**src/hw/rtl/tiled_texture_decoder_core_macros.svh**
```systemverilog
// Assertion macros of the tiled texture decoder, used by its top-level core.
`ifndef TILED_TEXTURE_DECODER_CORE_MACROS_SVH
`define TILED_TEXTURE_DECODER_CORE_MACROS_SVH

// Same-cycle implication, sampled on clk, off while rst_n is low.
`define TTD_ASSERT_IMPLY(lbl, ante, cons, msg) \
  lbl: assert property (@(posedge clk) disable iff (!rst_n) (ante) |-> (cons)) \
    else $error(msg);

// Next-cycle implication, sampled on clk, off while rst_n is low.
`define TTD_ASSERT_NEXT(lbl, ante, cons, msg) \
  lbl: assert property (@(posedge clk) disable iff (!rst_n) (ante) |=> (cons)) \
    else $error(msg);

`endif

```
**src/hw/rtl/ttd_pkg.sv**
```systemverilog
// Shared types, constants and helpers of the tiled texture decoder.
package ttd_pkg;

  localparam int MAX_DIM = 1024;
  localparam int DIM_W   = 11;   // holds 0..2047 as written by software
  localparam int COORD_W = 10;
  localparam int POS_W   = 12;   // internal coordinate, may run past the image
  localparam int TILE_W  = 8;
  localparam int BYTE_W  = 6;
  localparam int AR_PAIRS = 16;
  localparam int REG_IDX_W = 2;

  typedef enum logic [1:0] {
    FMT_I8    = 2'd0,
    FMT_I4    = 2'd1,
    FMT_RGBA8 = 2'd2
  } fmt_t;

  localparam logic [REG_IDX_W-1:0] REG_FORMAT = 2'd0;
  localparam logic [REG_IDX_W-1:0] REG_WIDTH  = 2'd1;
  localparam logic [REG_IDX_W-1:0] REG_HEIGHT = 2'd2;

  typedef struct packed {
    fmt_t             fmt;
    logic [DIM_W-1:0] width;
    logic [DIM_W-1:0] height;
  } cfg_t;

  typedef struct packed {
    logic [COORD_W-1:0] pixel_x;
    logic [COORD_W-1:0] pixel_y;
    logic [7:0]         red;
    logic [7:0]         green;
    logic [7:0]         blue;
    logic [7:0]         alpha;
    logic               last_pixel;
  } pixel_t;

  // Up to two pixels from one source byte; v1 only ever set together with v0.
  typedef struct packed {
    logic   v0;
    logic   v1;
    pixel_t p0;
    pixel_t p1;
  } pix_pair_t;

  function automatic logic [DIM_W-1:0] clamp_dim(input logic [DIM_W-1:0] v);
    logic [DIM_W-1:0] res;
    if (v == '0) begin
      res = DIM_W'(1);
    end else if (v > DIM_W'(MAX_DIM)) begin
      res = DIM_W'(MAX_DIM);
    end else begin
      res = v;
    end
    return res;
  endfunction

endpackage

```
**src/hw/rtl/ttd_if.sv**
```systemverilog
// Channel interfaces: texture byte input, pixel output, register write.
interface ttd_in_if;
  logic       valid;
  logic       ready;
  logic [7:0] source_byte;
  logic       first_byte;

  modport source (output valid, source_byte, first_byte, input ready);
  modport sink (input valid, source_byte, first_byte, output ready);
endinterface

interface ttd_out_if;
  logic                        valid;
  logic                        ready;
  logic [ttd_pkg::COORD_W-1:0] pixel_x;
  logic [ttd_pkg::COORD_W-1:0] pixel_y;
  logic [7:0]                  red;
  logic [7:0]                  green;
  logic [7:0]                  blue;
  logic [7:0]                  alpha;
  logic                        last_pixel;

  modport source (output valid, pixel_x, pixel_y, red, green, blue, alpha, last_pixel,
                  input ready);
  modport sink (input valid, pixel_x, pixel_y, red, green, blue, alpha, last_pixel,
                output ready);
endinterface

interface ttd_cfg_if;
  logic                          valid;
  logic                          ready;
  logic [ttd_pkg::REG_IDX_W-1:0] reg_index;
  logic [ttd_pkg::DIM_W-1:0]     write_data;

  modport source (output valid, reg_index, write_data, input ready);
  modport sink (input valid, reg_index, write_data, output ready);
endinterface

```
**src/hw/rtl/ttd_decode.sv**
```systemverilog
// Tile walker, AR pair store and per-byte pixel decode.
module ttd_decode (
  input  logic               clk,
  input  logic               rst_n,
  input  logic               accept,
  input  logic [7:0]         source_byte,
  input  logic               first_byte,
  input  ttd_pkg::cfg_t      cfg,
  output ttd_pkg::pix_pair_t pair
);

  logic [ttd_pkg::TILE_W-1:0] col_r, row_r, col_e, row_e;
  logic [ttd_pkg::BYTE_W-1:0] bit_r, bit_e, b;
  logic [7:0]                 green_r;
  logic [7:0]                 alpha_mem [ttd_pkg::AR_PAIRS];
  logic [7:0]                 red_mem   [ttd_pkg::AR_PAIRS];

  logic [ttd_pkg::DIM_W-1:0]  w, h;
  logic                       is_rgba, fmt_ok, tile_end;
  logic [1:0]                 tw_log, th_log;
  logic [ttd_pkg::POS_W-1:0]  w_ext, h_ext, across, down;
  logic [ttd_pkg::POS_W-1:0]  bx, by, x0, y0, x1;
  logic [ttd_pkg::POS_W-1:0]  col_inc, row_inc;
  logic [3:0]                 p;
  logic [7:0]                 hi, lo, ar_a_r, ar_r_r;

  assign col_e = first_byte ? '0 : col_r;
  assign row_e = first_byte ? '0 : row_r;
  assign bit_e = first_byte ? '0 : bit_r;

  assign w       = ttd_pkg::clamp_dim(cfg.width);
  assign h       = ttd_pkg::clamp_dim(cfg.height);
  assign w_ext   = ttd_pkg::POS_W'(w);
  assign h_ext   = ttd_pkg::POS_W'(h);
  assign is_rgba = (cfg.fmt == ttd_pkg::FMT_RGBA8);
  assign fmt_ok  = (cfg.fmt == ttd_pkg::FMT_I8) || (cfg.fmt == ttd_pkg::FMT_I4) || is_rgba;
  assign tw_log  = is_rgba ? 2'd2 : 2'd3;
  assign th_log  = (cfg.fmt == ttd_pkg::FMT_I4) ? 2'd3 : 2'd2;

  // tiles across / down: ceil(dim / tile side)
  assign across = (w_ext + (ttd_pkg::POS_W'(1) << tw_log) - ttd_pkg::POS_W'(1)) >> tw_log;
  assign down   = (h_ext + (ttd_pkg::POS_W'(1) << th_log) - ttd_pkg::POS_W'(1)) >> th_log;

  // byte index within the tile, wrapped to the current tile size
  assign b        = is_rgba ? bit_e : {1'b0, bit_e[4:0]};
  assign tile_end = is_rgba ? (b == 6'd63) : (b[4:0] == 5'd31);

  assign bx = ttd_pkg::POS_W'(col_e) << tw_log;
  assign by = ttd_pkg::POS_W'(row_e) << th_log;

  assign col_inc = ttd_pkg::POS_W'(col_e) + ttd_pkg::POS_W'(1);
  assign row_inc = ttd_pkg::POS_W'(row_e) + ttd_pkg::POS_W'(1);

  // pair slot for RGBA8: same index for the AR and the GB half of the tile
  assign p    = b[4:1];
  assign hi   = {source_byte[7:4], source_byte[7:4]};
  assign lo   = {source_byte[3:0], source_byte[3:0]};

  function automatic ttd_pkg::pixel_t mk_pix(
    input logic [ttd_pkg::POS_W-1:0] x,
    input logic [ttd_pkg::POS_W-1:0] y,
    input logic [ttd_pkg::POS_W-1:0] wd,
    input logic [ttd_pkg::POS_W-1:0] ht,
    input logic [7:0] r, input logic [7:0] g, input logic [7:0] bl, input logic [7:0] a
  );
    ttd_pkg::pixel_t px;
    px.pixel_x    = x[ttd_pkg::COORD_W-1:0];
    px.pixel_y    = y[ttd_pkg::COORD_W-1:0];
    px.red        = r;
    px.green      = g;
    px.blue       = bl;
    px.alpha      = a;
    px.last_pixel = (x == wd - ttd_pkg::POS_W'(1)) && (y == ht - ttd_pkg::POS_W'(1));
    return px;
  endfunction

  always_comb begin
    x0   = bx;
    y0   = by;
    x1   = bx;
    pair = '0;
    case (cfg.fmt)
      ttd_pkg::FMT_I8: begin
        x0      = bx + ttd_pkg::POS_W'(b[2:0]);
        y0      = by + ttd_pkg::POS_W'(b[4:3]);
        pair.v0 = (x0 < w_ext) && (y0 < h_ext);
        pair.p0 = mk_pix(x0, y0, w_ext, h_ext, source_byte, source_byte, source_byte,
                         source_byte);
      end
      ttd_pkg::FMT_I4: begin
        x0      = bx + ttd_pkg::POS_W'({b[1:0], 1'b0});
        x1      = x0 + ttd_pkg::POS_W'(1);
        y0      = by + ttd_pkg::POS_W'(b[4:2]);
        // left texel is always the one that survives first, so slots stay packed
        pair.v0 = (x0 < w_ext) && (y0 < h_ext);
        pair.v1 = (x1 < w_ext) && (y0 < h_ext);
        pair.p0 = mk_pix(x0, y0, w_ext, h_ext, hi, hi, hi, hi);
        pair.p1 = mk_pix(x1, y0, w_ext, h_ext, lo, lo, lo, lo);
      end
      ttd_pkg::FMT_RGBA8: begin
        x0      = bx + ttd_pkg::POS_W'(p[1:0]);
        y0      = by + ttd_pkg::POS_W'(p[3:2]);
        pair.v0 = b[5] && b[0] && (x0 < w_ext) && (y0 < h_ext);
        pair.p0 = mk_pix(x0, y0, w_ext, h_ext, ar_r_r, green_r, source_byte, ar_a_r);
      end
      default: begin
        pair = '0;
      end
    endcase
  end

  always_ff @(posedge clk) begin
    if (!rst_n) begin
      col_r   <= '0;
      row_r   <= '0;
      bit_r   <= '0;
      green_r <= '0;
    end else if (accept) begin
      if (!fmt_ok) begin
        col_r <= col_e;
        row_r <= row_e;
        bit_r <= bit_e;
      end else if (tile_end) begin
        bit_r <= '0;
        if (col_inc >= across) begin
          col_r <= '0;
          row_r <= (row_inc >= down) ? '0 : row_inc[ttd_pkg::TILE_W-1:0];
        end else begin
          col_r <= col_inc[ttd_pkg::TILE_W-1:0];
          row_r <= row_e;
        end
      end else begin
        col_r <= col_e;
        row_r <= row_e;
        bit_r <= b + ttd_pkg::BYTE_W'(1);
      end
      if (is_rgba && b[5] && !b[0]) begin
        green_r <= source_byte;
      end
    end
  end

  // AR pair store, no reset: a GB pair is only ever matched with a written AR pair.
  // The G byte fetches its AR pair; the B byte that follows it uses the fetched copy.
  always_ff @(posedge clk) begin
    if (accept && is_rgba) begin
      if (!b[5]) begin
        if (!b[0]) begin
          alpha_mem[p] <= source_byte;
        end else begin
          red_mem[p] <= source_byte;
        end
      end else if (!b[0]) begin
        ar_a_r <= alpha_mem[p];
        ar_r_r <= red_mem[p];
      end
    end
  end

endmodule

```
**src/hw/rtl/tiled_texture_decoder_core.sv**
```systemverilog
// Top level of the tiled texture decoder: config registers, pixel queue, output register.
// Usage:
//   in_ch   - one texture byte per transaction in memory order; first_byte restarts
//             the tile walk at the first byte of a texture.
//   out_ch  - one RGBA pixel with its coordinates per transaction; last_pixel marks
//             the bottom right pixel. Texels outside the image give no pixel.
//   cfg_ch  - register writes (0 format, 1 width, 2 height); always ready, write
//             only while no byte is in flight.
// Path: a byte's pixels are registered into the pixel queue, then into the output register.
// Throughput: I8 and RGBA8 take one byte per cycle while out_ch.ready is high; an I4
//   byte yields two pixels through the single output register, so a new I4 byte waits
//   while both are queued; the two-entry pixel queue sets the rate, one pixel per cycle.
// Reset (rst_n low, synchronous): format I8, width 1, height 1, tile walk at the
//   first tile, queue and output register empty. The AR pair store is not cleared.
// Stall: while out_ch.ready is low the output register holds its pixel; one byte's
//   pixels wait in the queue and in_ch.ready drops once the queue cannot take more.
`include "tiled_texture_decoder_core_macros.svh"

module tiled_texture_decoder_core (
  input logic       clk,
  input logic       rst_n,
  ttd_in_if.sink    in_ch,
  ttd_out_if.source out_ch,
  ttd_cfg_if.sink   cfg_ch
);

  ttd_pkg::fmt_t             fmt_r;
  logic [ttd_pkg::DIM_W-1:0] width_r, height_r;
  ttd_pkg::cfg_t             cfg;
  ttd_pkg::pix_pair_t        pair;

  logic            v0_r, v1_r, out_valid_r;
  ttd_pkg::pixel_t s0_r, s1_r, out_r;
  logic            move, in_ready, accept;

  assign cfg.fmt    = fmt_r;
  assign cfg.width  = width_r;
  assign cfg.height = height_r;

  assign cfg_ch.ready = 1'b1;

  always_ff @(posedge clk) begin
    if (!rst_n) begin
      fmt_r    <= ttd_pkg::FMT_I8;
      width_r  <= ttd_pkg::DIM_W'(1);
      height_r <= ttd_pkg::DIM_W'(1);
    end else if (cfg_ch.valid) begin
      case (cfg_ch.reg_index)
        ttd_pkg::REG_FORMAT: fmt_r    <= ttd_pkg::fmt_t'(cfg_ch.write_data[1:0]);
        ttd_pkg::REG_WIDTH:  width_r  <= cfg_ch.write_data;
        ttd_pkg::REG_HEIGHT: height_r <= cfg_ch.write_data;
        default: begin
        end
      endcase
    end
  end

  // head of the queue moves into the output register when that is free
  assign move     = v0_r && (!out_valid_r || out_ch.ready);
  assign in_ready = !v0_r || (move && !v1_r);
  assign accept   = in_ch.valid && in_ready;

  assign in_ch.ready = in_ready;

  ttd_decode u_decode (
    .clk         (clk),
    .rst_n       (rst_n),
    .accept      (accept),
    .source_byte (in_ch.source_byte),
    .first_byte  (in_ch.first_byte),
    .cfg         (cfg),
    .pair        (pair)
  );

  always_ff @(posedge clk) begin
    if (!rst_n) begin
      v0_r        <= 1'b0;
      v1_r        <= 1'b0;
      out_valid_r <= 1'b0;
    end else begin
      if (move) begin
        out_valid_r <= 1'b1;
        out_r       <= s0_r;
      end else if (out_ch.ready) begin
        out_valid_r <= 1'b0;
      end
      if (accept) begin
        v0_r <= pair.v0;
        v1_r <= pair.v1;
        s0_r <= pair.p0;
        s1_r <= pair.p1;
      end else if (move) begin
        v0_r <= v1_r;
        v1_r <= 1'b0;
        s0_r <= s1_r;
      end
    end
  end

  assign out_ch.valid      = out_valid_r;
  assign out_ch.pixel_x    = out_r.pixel_x;
  assign out_ch.pixel_y    = out_r.pixel_y;
  assign out_ch.red        = out_r.red;
  assign out_ch.green      = out_r.green;
  assign out_ch.blue       = out_r.blue;
  assign out_ch.alpha      = out_r.alpha;
  assign out_ch.last_pixel = out_r.last_pixel;

  `TTD_ASSERT_IMPLY(a_queue_packed, v1_r, v0_r, "second queue slot set without the first")
  `TTD_ASSERT_IMPLY(a_full_blocks, v1_r, !in_ready, "byte taken while queue holds two")
  `TTD_ASSERT_NEXT(a_pair_queued, accept && pair.v1, v0_r && v1_r, "I4 pixel pair lost")

endmodule
```
**src/flat_wrapper.sv**
```systemverilog
// flat-port wrapper written by rule: the top's interface ports become plain ports
module tiled_texture_decoder_core_flat 
  (clk, rst_n, in_ch_valid, in_ch_source_byte, in_ch_first_byte, in_ch_ready, out_ch_valid, out_ch_pixel_x, out_ch_pixel_y, out_ch_red, out_ch_green, out_ch_blue, out_ch_alpha, out_ch_last_pixel, out_ch_ready, cfg_ch_valid, cfg_ch_reg_index, cfg_ch_write_data, cfg_ch_ready);
  ttd_in_if in_ch_i ();
  ttd_out_if out_ch_i ();
  ttd_cfg_if cfg_ch_i ();
  input logic clk;
  input logic rst_n;
  input wire logic [$bits(in_ch_i.valid)-1:0] in_ch_valid;
  input wire logic [$bits(in_ch_i.source_byte)-1:0] in_ch_source_byte;
  input wire logic [$bits(in_ch_i.first_byte)-1:0] in_ch_first_byte;
  output wire logic [$bits(in_ch_i.ready)-1:0] in_ch_ready;
  output wire logic [$bits(out_ch_i.valid)-1:0] out_ch_valid;
  output wire logic [$bits(out_ch_i.pixel_x)-1:0] out_ch_pixel_x;
  output wire logic [$bits(out_ch_i.pixel_y)-1:0] out_ch_pixel_y;
  output wire logic [$bits(out_ch_i.red)-1:0] out_ch_red;
  output wire logic [$bits(out_ch_i.green)-1:0] out_ch_green;
  output wire logic [$bits(out_ch_i.blue)-1:0] out_ch_blue;
  output wire logic [$bits(out_ch_i.alpha)-1:0] out_ch_alpha;
  output wire logic [$bits(out_ch_i.last_pixel)-1:0] out_ch_last_pixel;
  input wire logic [$bits(out_ch_i.ready)-1:0] out_ch_ready;
  input wire logic [$bits(cfg_ch_i.valid)-1:0] cfg_ch_valid;
  input wire logic [$bits(cfg_ch_i.reg_index)-1:0] cfg_ch_reg_index;
  input wire logic [$bits(cfg_ch_i.write_data)-1:0] cfg_ch_write_data;
  output wire logic [$bits(cfg_ch_i.ready)-1:0] cfg_ch_ready;
  assign in_ch_i.valid = in_ch_valid;
  assign in_ch_i.source_byte = in_ch_source_byte;
  assign in_ch_i.first_byte = in_ch_first_byte;
  assign in_ch_ready = in_ch_i.ready;
  assign out_ch_valid = out_ch_i.valid;
  assign out_ch_pixel_x = out_ch_i.pixel_x;
  assign out_ch_pixel_y = out_ch_i.pixel_y;
  assign out_ch_red = out_ch_i.red;
  assign out_ch_green = out_ch_i.green;
  assign out_ch_blue = out_ch_i.blue;
  assign out_ch_alpha = out_ch_i.alpha;
  assign out_ch_last_pixel = out_ch_i.last_pixel;
  assign out_ch_i.ready = out_ch_ready;
  assign cfg_ch_i.valid = cfg_ch_valid;
  assign cfg_ch_i.reg_index = cfg_ch_reg_index;
  assign cfg_ch_i.write_data = cfg_ch_write_data;
  assign cfg_ch_ready = cfg_ch_i.ready;
  tiled_texture_decoder_core u_core (.clk(clk), .rst_n(rst_n), .in_ch(in_ch_i), .out_ch(out_ch_i), .cfg_ch(cfg_ch_i));
endmodule
```
**config.mk**
```make
export PLATFORM = sky130hd
export DESIGN_NAME = tiled_texture_decoder_core_flat
export DESIGN_NICKNAME = d
export VERILOG_FILES = /design/src/hw/rtl/ttd_pkg.sv /design/src/hw/rtl/ttd_if.sv /design/src/hw/rtl/ttd_decode.sv /design/src/hw/rtl/tiled_texture_decoder_core.sv /design/src/flat_wrapper.sv
export VERILOG_INCLUDE_DIRS = /design/src /design/src/hw/rtl
export SDC_FILE = /design/constraint.sdc
export NUM_CORES = 1
export LEC_CHECK = 0
export BUFFER_PORTS_ARGS = -buffer_cell sky130_fd_sc_hd__buf_2
export CAP_MARGIN = 30
export CORE_MARGIN = 2
export CORE_UTILIZATION = 40
export CTS_CLUSTER_SIZE = 8
export DETAILED_ROUTE_END_ITERATION = 16
export PLACE_DENSITY = 0.55
export SYNTH_ARGS = -nofsm -noshare
export SYNTH_HDL_FRONTEND = slang
export SYNTH_SLANG_ARGS = --single-unit
export TNS_END_PERCENT = 10
```
**constraint.sdc**
```tcl
create_clock -name clk -period 13 [get_ports clk]
set_clock_uncertainty 0.1 [all_clocks]
set_input_delay 0.65 -clock clk [delete_from_list [all_inputs] [get_ports clk]]
set_output_delay 0.65 -clock clk [all_outputs]
set_load 0.005 [all_outputs]
```
## Yosys cells after proc, flatten, opt, wreduce, memory -nomap -nowiden

Memory sizes are Yosys's and may differ from the RTL's. A register that Yosys moved wholly into a read port is not among the register bits.
Cells that the tools add are included.

| word-level totals | value |
|---|---|
| output and inout bits | 56 |
| input port bits | 27 |
| memory bits (writable) | 256 |
| word-level logic and storage cells | 151 |
| register bits | 192 |
| memories | 2 |

Memories:

| name | depth | bits a word | read ports | clocked after Yosys merged registers in | write ports | RTL line | source |
|---|---|---|---|---|---|---|---|
| u_core.u_decode.alpha_mem | 16 | 8 | 1 | 1 | 1 | ttd_decode.sv:15 | `logic [7:0] alpha_mem [ttd_pkg::AR_PAIRS];` |
| u_core.u_decode.red_mem | 16 | 8 | 1 | 1 | 1 | ttd_decode.sv:16 | `logic [7:0] red_mem [ttd_pkg::AR_PAIRS];` |

| cells by class | value |
|---|---|
| reductions and logical operators | 38 |
| bitwise operators | 1 |
| muxes and demuxes | 39 |
| eq/ne operators | 12 |
| order comparisons | 10 |
| add/sub/neg operators | 15 |
| shift-type cells | 6 |

Operators by type and width:

| cell | count |
|---|---|
| 53-bit case mux with 3 select lines | 1 |
| 53-bit 2-to-1 mux | 2 |
| 12-bit == test | 6 |
| 12-bit by 11-bit < comparator with 1-bit output | 6 |
| 8-bit 2-to-1 mux | 9 |
| 11-bit 2-to-1 mux | 4 |
| 12-bit by 3-bit adder with 12-bit output | 3 |
| 11-bit by 12-bit adder with 12-bit output | 2 |
| 12-bit by 2-bit adder with 12-bit output | 2 |
| 9-bit by 12-bit greater-or-equal comparator with 1-bit output | 2 |
| 6-bit 2-to-1 mux | 4 |
| 1-bit by 2-bit << shifter with 12-bit output, first input constant | 2 |
| 8-bit by 2-bit << shifter with 12-bit output | 2 |
| 12-bit by 2-bit >> shifter with 12-bit output | 2 |
| 11-bit by 1-bit subtractor with 12-bit output, second input constant | 2 |
| 12-bit by 1-bit subtractor with 12-bit output, second input constant | 2 |
| 11-bit > comparator, second input constant | 2 |
| 11-bit logical NOT | 2 |
| 8-bit by 1-bit adder with 9-bit output, second input constant | 2 |
| 1-bit 2-to-1 mux | 18 |
| 1-bit logical AND | 16 |
| 2-bit AND reduction | 7 |
| 12-bit by 1-bit adder with 12-bit output, second input constant | 1 |
| 6-bit by 1-bit adder with 6-bit output, second input constant | 1 |
| other kinds (11) | 21 |

## Longest topological paths before layout

Gate-level depths: netlist of the first run.

| depth | value |
|---|---|
| depth after elaboration | 11 |
| depth in mapped cells | 28 |
| depth with buffers taken out | 24 |

## By module

From an unflattened synthesis of the first run, not the netlist that was laid out.

| second synthesis, totals | value |
|---|---|
| cell total of the unflattened synthesis | 2005 |
| area total of the unflattened synthesis | 24463.5 um2 |

Modules (own cells, without submodules):

| module | times used | area each (um2) | cells each | seq. area each (um2) |
|---|---|---|---|---|
| ttd_decode | 1 | 17849.6 | 1684 | 8768.4 |
| tiled_texture_decoder_core | 1 | 6613.8 | 321 | 5315.1 |

## Worst setup path after synthesis of the first run

Ideal clock, no wire load.

| timing | value |
|---|---|
| path kind | input-to-reg |
| start point | input rst_n |
| end point | register u_core.s0_r[0] in the netlist's numbering (enable) |
| path buffers | 1 |
| data required time | 12.363 ns |
| slack | 7.640 ns |
| setup time | 0.537 ns |
| cell stages on the path | 3 |
| arrival time | 4.723 ns |
| cells stage by stage | clkbuf_1 nand2_1 o21ai_0 |

| between the ends | value |
|---|---|
| cells in the longest elaborated chain, start to end | 1 |

RTL lines:

| what | RTL line | source |
|---|---|---|
| start, declared | flat_wrapper.sv:8 | `input logic rst_n;` |
| 2-bit AND reduction (no source line) | - |  |
| end signal, assigned | tiled_texture_decoder_core.sv:90 | `s0_r <= pair.p0;` |
| end signal, assigned | tiled_texture_decoder_core.sv:95 | `s0_r <= s1_r;` |
| end, declared | tiled_texture_decoder_core.sv:33 | `ttd_pkg::pixel_t s0_r, s1_r, out_r;` |

No other way between the ends.
A chain may end at the register's enable or synchronous reset.

## Worst setup path after layout of the first run

| timing | value |
|---|---|
| start point | register u_core.width_r[10] in the netlist's numbering |
| end point | register u_core.u_decode.row_r[6] in the netlist's numbering |

| between the ends | value |
|---|---|
| cells in the longest elaborated chain, start to end | 10 |
| elaborated cells on any way between the ends | 11 |
| classes of those cells | 2 x add/sub; 2 x order compare; 1 x shift; 5 x mux; 1 x reduce/logical |

RTL lines:

| what | RTL line | source |
|---|---|---|
| start, declared | tiled_texture_decoder_core.sv:28 | `logic [ttd_pkg::DIM_W-1:0] width_r, height_r;` |
| start signal, assigned | tiled_texture_decoder_core.sv:45 | `width_r <= ttd_pkg::DIM_W'(1);` |
| start signal, assigned | tiled_texture_decoder_core.sv:50 | `ttd_pkg::REG_WIDTH: width_r <= cfg_ch.write_data;` |
| 11-bit > comparator | ttd_pkg.sv:51 | `end else if (v > DIM_W'(MAX_DIM)) begin` |
| 11-bit 2-to-1 mux | ttd_pkg.sv:51 |  |
| 11-bit 2-to-1 mux (*) | ttd_pkg.sv:49 | `if (v == '0) begin` |
| 11-bit by 12-bit adder with 12-bit output (*) | ttd_decode.sv:41 | `assign across = (w_ext + (ttd_pkg::POS_W'(1) << tw_log) - ttd_pkg::POS_W'(1)) >> tw_log;` |
| 12-bit by 1-bit subtractor with 12-bit output (*) | ttd_decode.sv:41 |  |
| 12-bit by 2-bit >> shifter with 12-bit output (*) | ttd_decode.sv:41 |  |
| 9-bit by 12-bit greater-or-equal comparator with 1-bit output (*) | ttd_decode.sv:125 | `if (col_inc >= across) begin` |
| 8-bit 2-to-1 mux (*) | ttd_decode.sv:125 |  |
| 8-bit 2-to-1 mux (*) | ttd_decode.sv:123 | `end else if (tile_end) begin` |
| 8-bit 2-to-1 mux (*) | ttd_decode.sv:119 | `if (!fmt_ok) begin` |
| end signal, assigned | ttd_decode.sv:121 | `row_r <= row_e;` |
| end signal, assigned | ttd_decode.sv:127 | `row_r <= (row_inc >= down) ? '0 : row_inc[ttd_pkg::TILE_W-1:0];` |
| end signal, assigned | ttd_decode.sv:130 | `row_r <= row_e;` |
| end, declared | ttd_decode.sv:12 | `logic [ttd_pkg::TILE_W-1:0] col_r, row_r, col_e, row_e;` |

Every way passes the cells marked *; elsewhere a longest branch is shown, timed or not.

==> metrics.md, run 1 <==
| Metric | Value |
|---|---|
| Outcome | complete, no violations |
| Post-CTS setup buffers | 0 |
| Gr ovfl total | 0 |
| Post-CTS Resized | 0 |
| Final Hold Viols | 0 |
| Initial antenna violation count | 2 |
| Final Cycle Share | between 40% and 50% |
| Die Y-Extent | roughly 240 um |
| Final count of negative-setup-slack endpoints | 0 |
| Leakage | 9.738 nW |
| Root Buffer | clkbuf_16 |
| RSZ-0062 raised after global routing | false |
| Syn. warnings | 0 |
| Register area share after synthesis | 57.15% |
| MaxCap Viol Count | 0 |
| Worst vdd rail ir drop | approximately 0.000090 V |
| Initial Utilization | between 40% and 50% |
| First-pass GRT wire length | a little under 100000 um |
| Slew headroom | between 30% and 40% |
| Vias per inst | approximately 5.7 |
| Most common cell after layout, fill and taps aside | edfxtp_1 |
| Hold EP | u_core.width_r[10] |
| Pre-antenna DRT Iters | 6 |
| Final total power | roughly 0.0036 W |
| DR iter-0 viols | roughly 1700 |
| Post-Route WL | roughly 65000 um |
| Final worst path period need | between 5 and 6 ns |
| Post-CTS Hold Fix Bufs | 0 |
| Post-route ant nets | 0 |
| H-tree depth | 3 |
| Slew Limit Fails | 0 |
| Cells after synthesis | approximately 2000 |
| Core Area | 0.05748 mm2 |
| GP Congestion | approximately 0.94 |
| GRT Util Overall | 21.70% |
| DR WL/cell | ~23 um |
| DRC errors left | 0 |
| CP Class | reg -> reg |
| Worst-Skew Late Latency | 0.60 ns |
| Worst Setup Start Kind | flip-flop |
| Die area | ~0.060 mm2 |
| R2R Setup Slk | about 7.4 ns |
| #FFs+latches synth | 460 |
| Count of cell types in the netlist | 95 |
| Power density cells | around 140 mW/mm2 |
| Number of buffers added on ports | a little over 80 |
| Final nets | approximately 2200 |
| Synth Net Count | approximately 2200 |
| CTS buffer count | about 70 |
| Maximum clock insertion buffer count | 3 |
| Reg-to-Reg Start | u_core.width_r[10] |
| Routed via count | 16410 |
| Area after DPL | 0.02440 mm2 |
| Number of synthesized flops with an enable pin | roughly 400 |
| Crit Reg-Reg Endpoint | u_core.u_decode.row_r[6] |
| R2R depth | 22 |
| Post-DP HPWL | between 40000 and 50000 um |
| Setup crit end kind | flip-flop |
| Hold Path Class | in -> reg |
| Hold slack final | around 0.25 ns |
| Die Width | around 240 um |
| Num Clock Sinks | 460 |
| Most frequent cells in the layout | edfxtp_1 (403), nand2_1 (196), a21oi_1 (163), nor2_1 (127), ha_1 (123) |
| Max FO, Critical Path | 20 |
| Share of cells above drive strength 1 | a little over a tenth |
| Fin area | ~0.026 mm2 |
| CTS tree | built |
| Area Overhead vs Synth | 13.89% |
| Number of global-route vias before repair | roughly 16000 |
| Slew @ Worst Pin | about 1 ns |
| Mean post-synth cell area | ~12 um2 |
| Worst-path clk slew | roughly 0.05 ns |
| FILL cells | between 5000 and 6000 |
| Post-synth ARST share | 0% |
| Cell Rows | 88 |
| Largest net degree at the start of global routing | 54 |
| Hold path cells | 3 |
| Hold_sp | cfg_ch_write_data[10] |
| Setup_tns | 0 ns |
| Post-layout util | ~46% |
| Data required time of the worst path | 13.42 ns |
| ANT cells | 0 |
| Crit path arrival time | a little over 6 ns |
| Ys flop type | edfxtp_1 |
| Cell area after synthesis | around 0.023 mm2 |
| Max Clk Rate | around 180 MHz |
| Num ports | between 80 and 90 |
## worst max path at each step
stage,start,end
2_1_floorplan,rst_n,u_core.s0_r[0]
5_1_grt,u_core.width_r[10],u_core.u_decode.row_r[6]
3_3_place_gp,u_core.height_r[6],u_core.u_decode.row_r[6]
3_5_place_dp,u_core.height_r[6],u_core.u_decode.row_r[6]
6_report,u_core.width_r[10],u_core.u_decode.row_r[6]
4_1_cts,u_core.width_r[10],u_core.u_decode.row_r[6]
## metrics by stage
step / setup slack (ns) / cells
after detailed placement: 7.496 / 2779
final: 7.377 / 2889
after global routing: 7.003 / 2889
after CTS: 7.447 / 2889
after floorplan: 7.640 / 2001
after global placement: 7.575 / 2773
## area by class of cell
cell class	count	area, um2	area share [%]
clock buffer	102	1872	7.093
sequential	460	13240	50.18
timing repair buffer	109	644.4	2.442
inverter	71	279.0	1.057
tap	765	957.2	3.627
clock inverter	8	116.4	0.4409
multi-input combinational	1374	9279	35.16
## synth_stat cells (9+ instances only)
master      n  area, um2
edfxtp_1  403      12100
nand2_1   197      739.5
a21oi_1   163      815.8
nor2_1    131      491.7
ha_1      123       1539
a22oi_1   122      915.9
o21ai_0    89      445.4
inv_1      63      236.5
clkbuf_1   59      221.5
dfxtp_1    57       1141
nor2b_1    56      350.3
xnor2_1    48      420.4
mux2i_1    44      440.4
xor2_1     43      376.6
nand3_1    31      155.2
nand2b_1   23      143.9
and2_1     22      137.6
nor3_1     18      90.09
or4_1      18      135.1
buf_1      17      63.81
a21o_1     16      120.1
a31oi_1    15      93.84
o21a_1     15      112.6
a21boi_0   14      105.1
buf_2      14      70.07
nor4_1     14      87.58
nand4_1    13      81.33
and3_1      9      56.30
## flip-flops by register name, indices dropped and copies added (netlist names)
name and flops:
u_core.width_r 11, u_core.v1_r 1, u_core.fmt_r 2, u_core.u_decode.row_r 8, u_core.out_ch.red 8, u_core.u_decode.col_r 8, u_core.u_decode.ar_r_r 8, u_core.out_ch.blue 8
u_core.s1_r 25, u_core.out_ch.last_pixel 1, u_core.u_decode.ar_a_r 8, u_core.out_ch.alpha 8, u_core.height_r 11, u_core.out_ch.green 8, u_core.out_ch.pixel_x 10, u_core.s0_r 53
u_core.v0_r 1, u_core.u_decode.green_r 8, u_core.u_decode.bit_r 6, u_core.out_ch.pixel_y 10, u_core.u_decode.alpha_mem 128, u_core.u_decode.red_mem 128, u_core.out_ch.valid 1
## power breakdown
part	switching, W	internal [W]	total [W]
combinational	0.000190	0.000103	0.000293
clock	0.000642	0.000995	0.00164
sequential	0.0000135	0.00164	0.00166
## worst max-delay path: stages, from the launching register on
cell and delay, ns:
dfxtp_1 0.31, inv_1 0.55, nand2_1 0.52, inv_1 0.23, ha_1 0.25, a21o_1 0.18
a21o_1 0.20, a21oi_1 0.15, nor2_1 0.07, o21ai_0 0.28, o31ai_1 0.13, xor2_1 0.18
nand2_1 0.08, o21ai_0 0.09, ha_1 0.33, o21a_1 0.12, o211ai_1 0.07, o21ai_0 0.24
nand3_1 0.22, nor2_1 0.49, nand2b_1 0.23, or3_1 0.35, a31oi_1 0.17
## per-layer routing
layer / vias up / part of all wire, % / wire length [um] / GRT usage [%]
met5: - / 0.024 / 16 / 0
met4: 2 / 1.7 / 1135 / 5.416
met3: 78 / 6.2 / 4040 / 3.619
met2: 586 / 45 / 29580 / 33.61
met1: 8095 / 47 / 30560 / 31.70
li1: 7650 / - / - / -
## logic make-up after synthesis
group | synth area share, %
and+or+nand+nor | 12.17
muxes | 2.289
other | 0.01618
xor gates and xnor gates | 3.774
DFF | 57.15
AOI/OAI and AO/OA | 14.75
buffers and inverters | 2.954
adders and majority gates | 6.901
(Power assumes the default switching activity.)
==> run 2, diff against run 1 <==
--- a/config.mk
+++ b/config.mk
@@ -6,6 +6,7 @@
 export SDC_FILE = /design/constraint.sdc
 export NUM_CORES = 1
 export LEC_CHECK = 0
+export ABC_AREA = 1
 export BUFFER_PORTS_ARGS = -buffer_cell sky130_fd_sc_hd__buf_2
 export CAP_MARGIN = 30
 export CORE_MARGIN = 2
==> constraint.sdc (replaced) <==
create_clock -name clk -period 5.59 [get_ports clk]
set_clock_uncertainty 0.1 [all_clocks]
set_input_delay 0.2795 -clock clk [delete_from_list [all_inputs] [get_ports clk]]
set_output_delay 0.2795 -clock clk [all_outputs]
set_load 0.005 [all_outputs]
==> metrics.md, run 2 <==
| Metric | Value |
|---|---|
| Setup crit end kind | flip-flop (unchanged) |
| Initial Utilization | 40.49% (was 40.32%) |
| Post-DP HPWL | 48250 um (was 45340 um) |
| Ys flop type | edfxtp_1 (unchanged) |
| Initial antenna violation count | 4 (was 2) |
| Fin area | 0.02686 mm2 (was 0.02639 mm2) |
| Most frequent cells in the layout | nand2_1 (455), edfxtp_1 (403), inv_1 (212), nor2_1 (163), a21oi_1 (141) (was edfxtp_1 (403), nand2_1 (196), a21oi_1 (163), nor2_1 (127), ha_1 (123)) |
| Worst Setup EP | u_core.u_decode.row_r[3] (was u_core.u_decode.row_r[6]) |
| Final Hold Viols | 0 (unchanged) |
| Num Clock Sinks | 460 (unchanged) |
| R2R depth | 24 (was 22) |
| Cell Rows | 88 (unchanged) |
| Final WS setup | 0.5939 ns (was 7.377 ns) |
| CTS buffer count | 67 (was 68) |
| Data required time of the worst path | 6.01 ns (was 13.42 ns) |
| Regs by FF count | u_core.u_decode.alpha_mem x128, u_core.u_decode.red_mem x128, u_core.s0_r x53 (unchanged) |
| Setup_tns | 0 ns (unchanged) |
| Crit Reg-Reg Endpoint | u_core.u_decode.row_r[3] (was u_core.u_decode.row_r[6]) |
| Slew headroom | 34.19% (was 34.25%) |
| Maximum clock insertion buffer count | 3 (unchanged) |
| Final worst path period need | 4.996 ns (was 5.623 ns) |
| Root Buffer | clkbuf_16 (unchanged) |
| R2R Setup Slk | 0.59 ns (was 7.38 ns) |
| Register area share after synthesis | 56.57% (was 57.15%) |
| Max FO, Critical Path | 10 (was 20) |
| Leakage | 10.74 nW (was 9.738 nW) |
| Worst Setup Start Kind | flip-flop (unchanged) |
| Max Clk Rate | 200.2 MHz (was 177.8 MHz) |
| Top cell by count, worst path | nand2_1 (was o21ai_0) |
| Synth Net Count | 2466 (was 2154) |
| Number of global-route vias before repair | 17380 (was 15800) |
| Reg-to-Reg Start | u_core.height_r[2] (was u_core.width_r[10]) |
| Die Y-Extent | 245.9 um (was 244.7 um) |
| Final count of negative-setup-slack endpoints | 0 (unchanged) |
| Post-CTS Resized | 0 (unchanged) |
| MaxCap Viol Count | 0 (unchanged) |
| CP cell instances | nor2_1, nand3_1, o21ai_4, nand2_1, inv_1, ha_1, inv_1, fa_1, inv_1, a31oi_1, o31ai_1, nand3_1, nand2_1, xor2_1, mux2i_1, ha_1, a21oi_1, o221ai_1, nand2_1, nand2_1, o21ai_1, nand2_1, or2_2, a21oi_1 (was inv_1, nand2_1, inv_1, ha_1, a21o_1, a21o_1, a21oi_1, nor2_1, o21ai_0, o31ai_1, xor2_1, nand2_1, o21ai_0, ha_1, o21a_1, o211ai_1, o21ai_0, nand3_1, nor2_1, nand2b_1, or3_1, a31oi_1) |
| CP Class | reg -> reg (unchanged) |
| Post-route ant nets | 0 (unchanged) |
| Core Area | 0.05781 mm2 (was 0.05748 mm2) |
| Final nets | 2603 (was 2237) |
| Cells after synthesis | 2313 (was 2001) |
| First-pass GRT wire length | 104400 um (was 99000 um) |
| Vias per inst | 5.502 (was 5.681) |
| Area share of the largest cell type after synthesis | 51.70% (was 52.22%) |
| Worst-Skew Late Latency | 0.59 ns (was 0.60 ns) |
| Most common cell in the synthesized netlist | nand2_1 (was edfxtp_1) |
| Gr ovfl total | 0 (unchanged) |
| Hold slack final | 0.03014 ns (was 0.2458 ns) |
| Critical path's slowest cell | fa_1 (was inv_1) |
| Crit path arrival time | 5.42 ns (was 6.04 ns) |
| H-tree depth | 3 (unchanged) |
| Number of synthesized flops with an enable pin | 403 (unchanged) |
| Slew Limit Fails | 0 (unchanged) |
| Pre-antenna DRT Iters | 6 (unchanged) |
| Largest net degree at the start of global routing | 57 (was 54) |
| Power density cells | 320.1 mW/mm2 (was 135.9 mW/mm2) |
| DR WL/cell | 21.14 um (was 22.62 um) |
| Number of buffers added on ports | 81 (unchanged) |
| Num ports | 83 (unchanged) |
| Die area | 0.06047 mm2 (was 0.05987 mm2) |
| Synth cell count leaders | nand2_1 (456), edfxtp_1 (403), inv_1 (212) (was edfxtp_1 (403), nand2_1 (197), a21oi_1 (163)) |
| Leading post-synthesis cells by cell area | edfxtp_1 (52%), nand2_1 (7.3%), ha_1 (6.6%) (was edfxtp_1 (52%), ha_1 (6.6%), dfxtp_1 (4.9%)) |
| Syn. warnings | 0 (unchanged) |
| GP Congestion | 0.9420 (was 0.9393) |
| #FFs+latches synth | 460 (unchanged) |
| Final Cycle Share | 89.37% (was 43.25%) |
| Yosys top cell by area | edfxtp_1 (unchanged) |
| Worst-path clk slew | 0.06 ns (was 0.05 ns) |
| Routed via count | 17880 (was 16410) |
| CP max stage delay | 0.40 ns (was 0.55 ns) |
| DRC errors left | 0 (unchanged) |
| Worst setup startpoint | u_core.height_r[2] (was u_core.width_r[10]) |
| Outcome | complete, no violations (unchanged) |
| Post-Route WL | 68700 um (was 65340 um) |
| Slew @ Worst Pin | 0.9858 ns (was 0.9862 ns) |
| Mean post-synth cell area | 10.12 um2 (was 11.58 um2) |
| Worst vdd rail ir drop | 0.0001839 V (was 0.00009016 V) |
| Count of cell types in the netlist | 57 (was 95) |
| Worst slack, placed | 0.7262 ns (was 7.496 ns) |
| GRT Util Overall | 22.80% (was 21.70%) |
| ANT cells | 0 (unchanged) |
| Cell area after synthesis | 0.02341 mm2 (was 0.02317 mm2) |
| Hold Path Class | in -> reg (unchanged) |
| Area after DPL | 0.02486 mm2 (was 0.02440 mm2) |
| Die Width | 245.9 um (was 244.7 um) |
| Post-synth ARST share | 0% (unchanged) |
| DR iter-0 viols | 1500 (was 1749) |
| RSZ-0062 raised after global routing | false (unchanged) |
| CTS tree | built (unchanged) |
| Post-CTS setup buffers | 0 (unchanged) |
| Share of cells above drive strength 1 | 12.04% (was 10.59%) |
| Area Overhead vs Synth | 14.73% (was 13.89%) |
| Most common cell after layout, fill and taps aside | nand2_1 (was edfxtp_1) |
==> run 2: cell types whose count changed in the layout (fill, tap and decap cells not counted), sizes merged, moves of 43 or more <==
cell,before,now
nand2,199,469
o21ai,93,159
a22oi,122,79
nand3,31,130
nor2b,57,0
xnor2,49,3
nor2,132,188
inv,68,233
==> run 2: stage by stage <==
stage                     power, W  util, %  instances
after floorplan           0.004606        -       2313
after global placement    0.004946    43.00       3134
after detailed placement  0.004959    43.01       3135
after CTS                 0.008657    46.46       3249
after global routing      0.008930    46.46       3249
final                     0.008598    46.46       3249
==> run 2: how the worst min path moves through the flow <==
stage	startpoint	endpoint	slack, ns	cells past startpoint
final	cfg_ch_reg_index[0]	u_core.fmt_r[1]	0.03	4
after global routing	cfg_ch_reg_index[1]	u_core.fmt_r[1]	0.04	4
after CTS	cfg_ch_reg_index[1]	u_core.width_r[0]	0.009	3
after detailed placement	u_core.s0_r[51]	u_core.out_ch.pixel_x[8]	0.30	0
after global placement	u_core.s0_r[44]	u_core.out_ch.pixel_x[1]	0.31	0
after floorplan	in_ch_source_byte[0]	u_core.u_decode.alpha_mem[0][0]	0.28	0
==> run 2: cell type report <==
class | count | area, um2
tap | 765 | 957.2
inverter | 231 | 872.1
clock buffer | 98 | 1813
clock inverter | 5 | 70.07
sequential | 460 | 13240
timing repair buffer | 148 | 933.4
fill | 5379 | 30950
multi-input combinational | 1542 | 8967
==> run 2: logic make-up after synthesis <==
logic type	count (synthesis)	synth area share (%)
AND/OR/NAND/NOR	888	16.55
AO/OA/AOI/OAI	482	12.86
flip-flops	460	56.57
buffers and inverters	311	5.340
adder cells (fa/ha/maj)	126	6.831
XOR/XNOR	42	1.700
multiplexers	3	0.1283
other	1	0.01602
==> run 2: timing repair <==
action,in CTS,in global routing
hold endpoints to repair,22,0
hold buffers,11,0
setup endpoints to repair,0,0
==> run 2: power by group <==
part	leakage [nW]	internal (W)	switching, W	total, W
Sequential	4.15	0.00383	0.0000332	0.00386
Combinational	5.68	0.000329	0.000727	0.00106
Clock	0.907	0.00223	0.00145	0.00368
Total	10.7	0.00638	0.00221	0.00860
==> run 2: metal layers <==
metal | GRT usage (%) | vias to the layer above | routed length, um
met4 | 7.451 | 4 | 1951
met3 | 4.038 | 122 | 4818
met1 | 32.73 | 8652 | 31590
met2 | 34.86 | 645 | 30300
li1 | - | 8453 | -
met5 | 0 | - | 35
==> run 2: critical path, delay by kind of cell (launching register included) <==
kind / cells / cell delay, ns
buffers and inverters: 3 / 0.36
xor gates and xnor gates: 1 / 0.21
muxes: 1 / 0.11
adders and majority gates: 3 / 0.93
DFF: 1 / 0.37
and+or+nand+nor: 9 / 1.37
AOI/OAI and AO/OA: 7 / 1.47
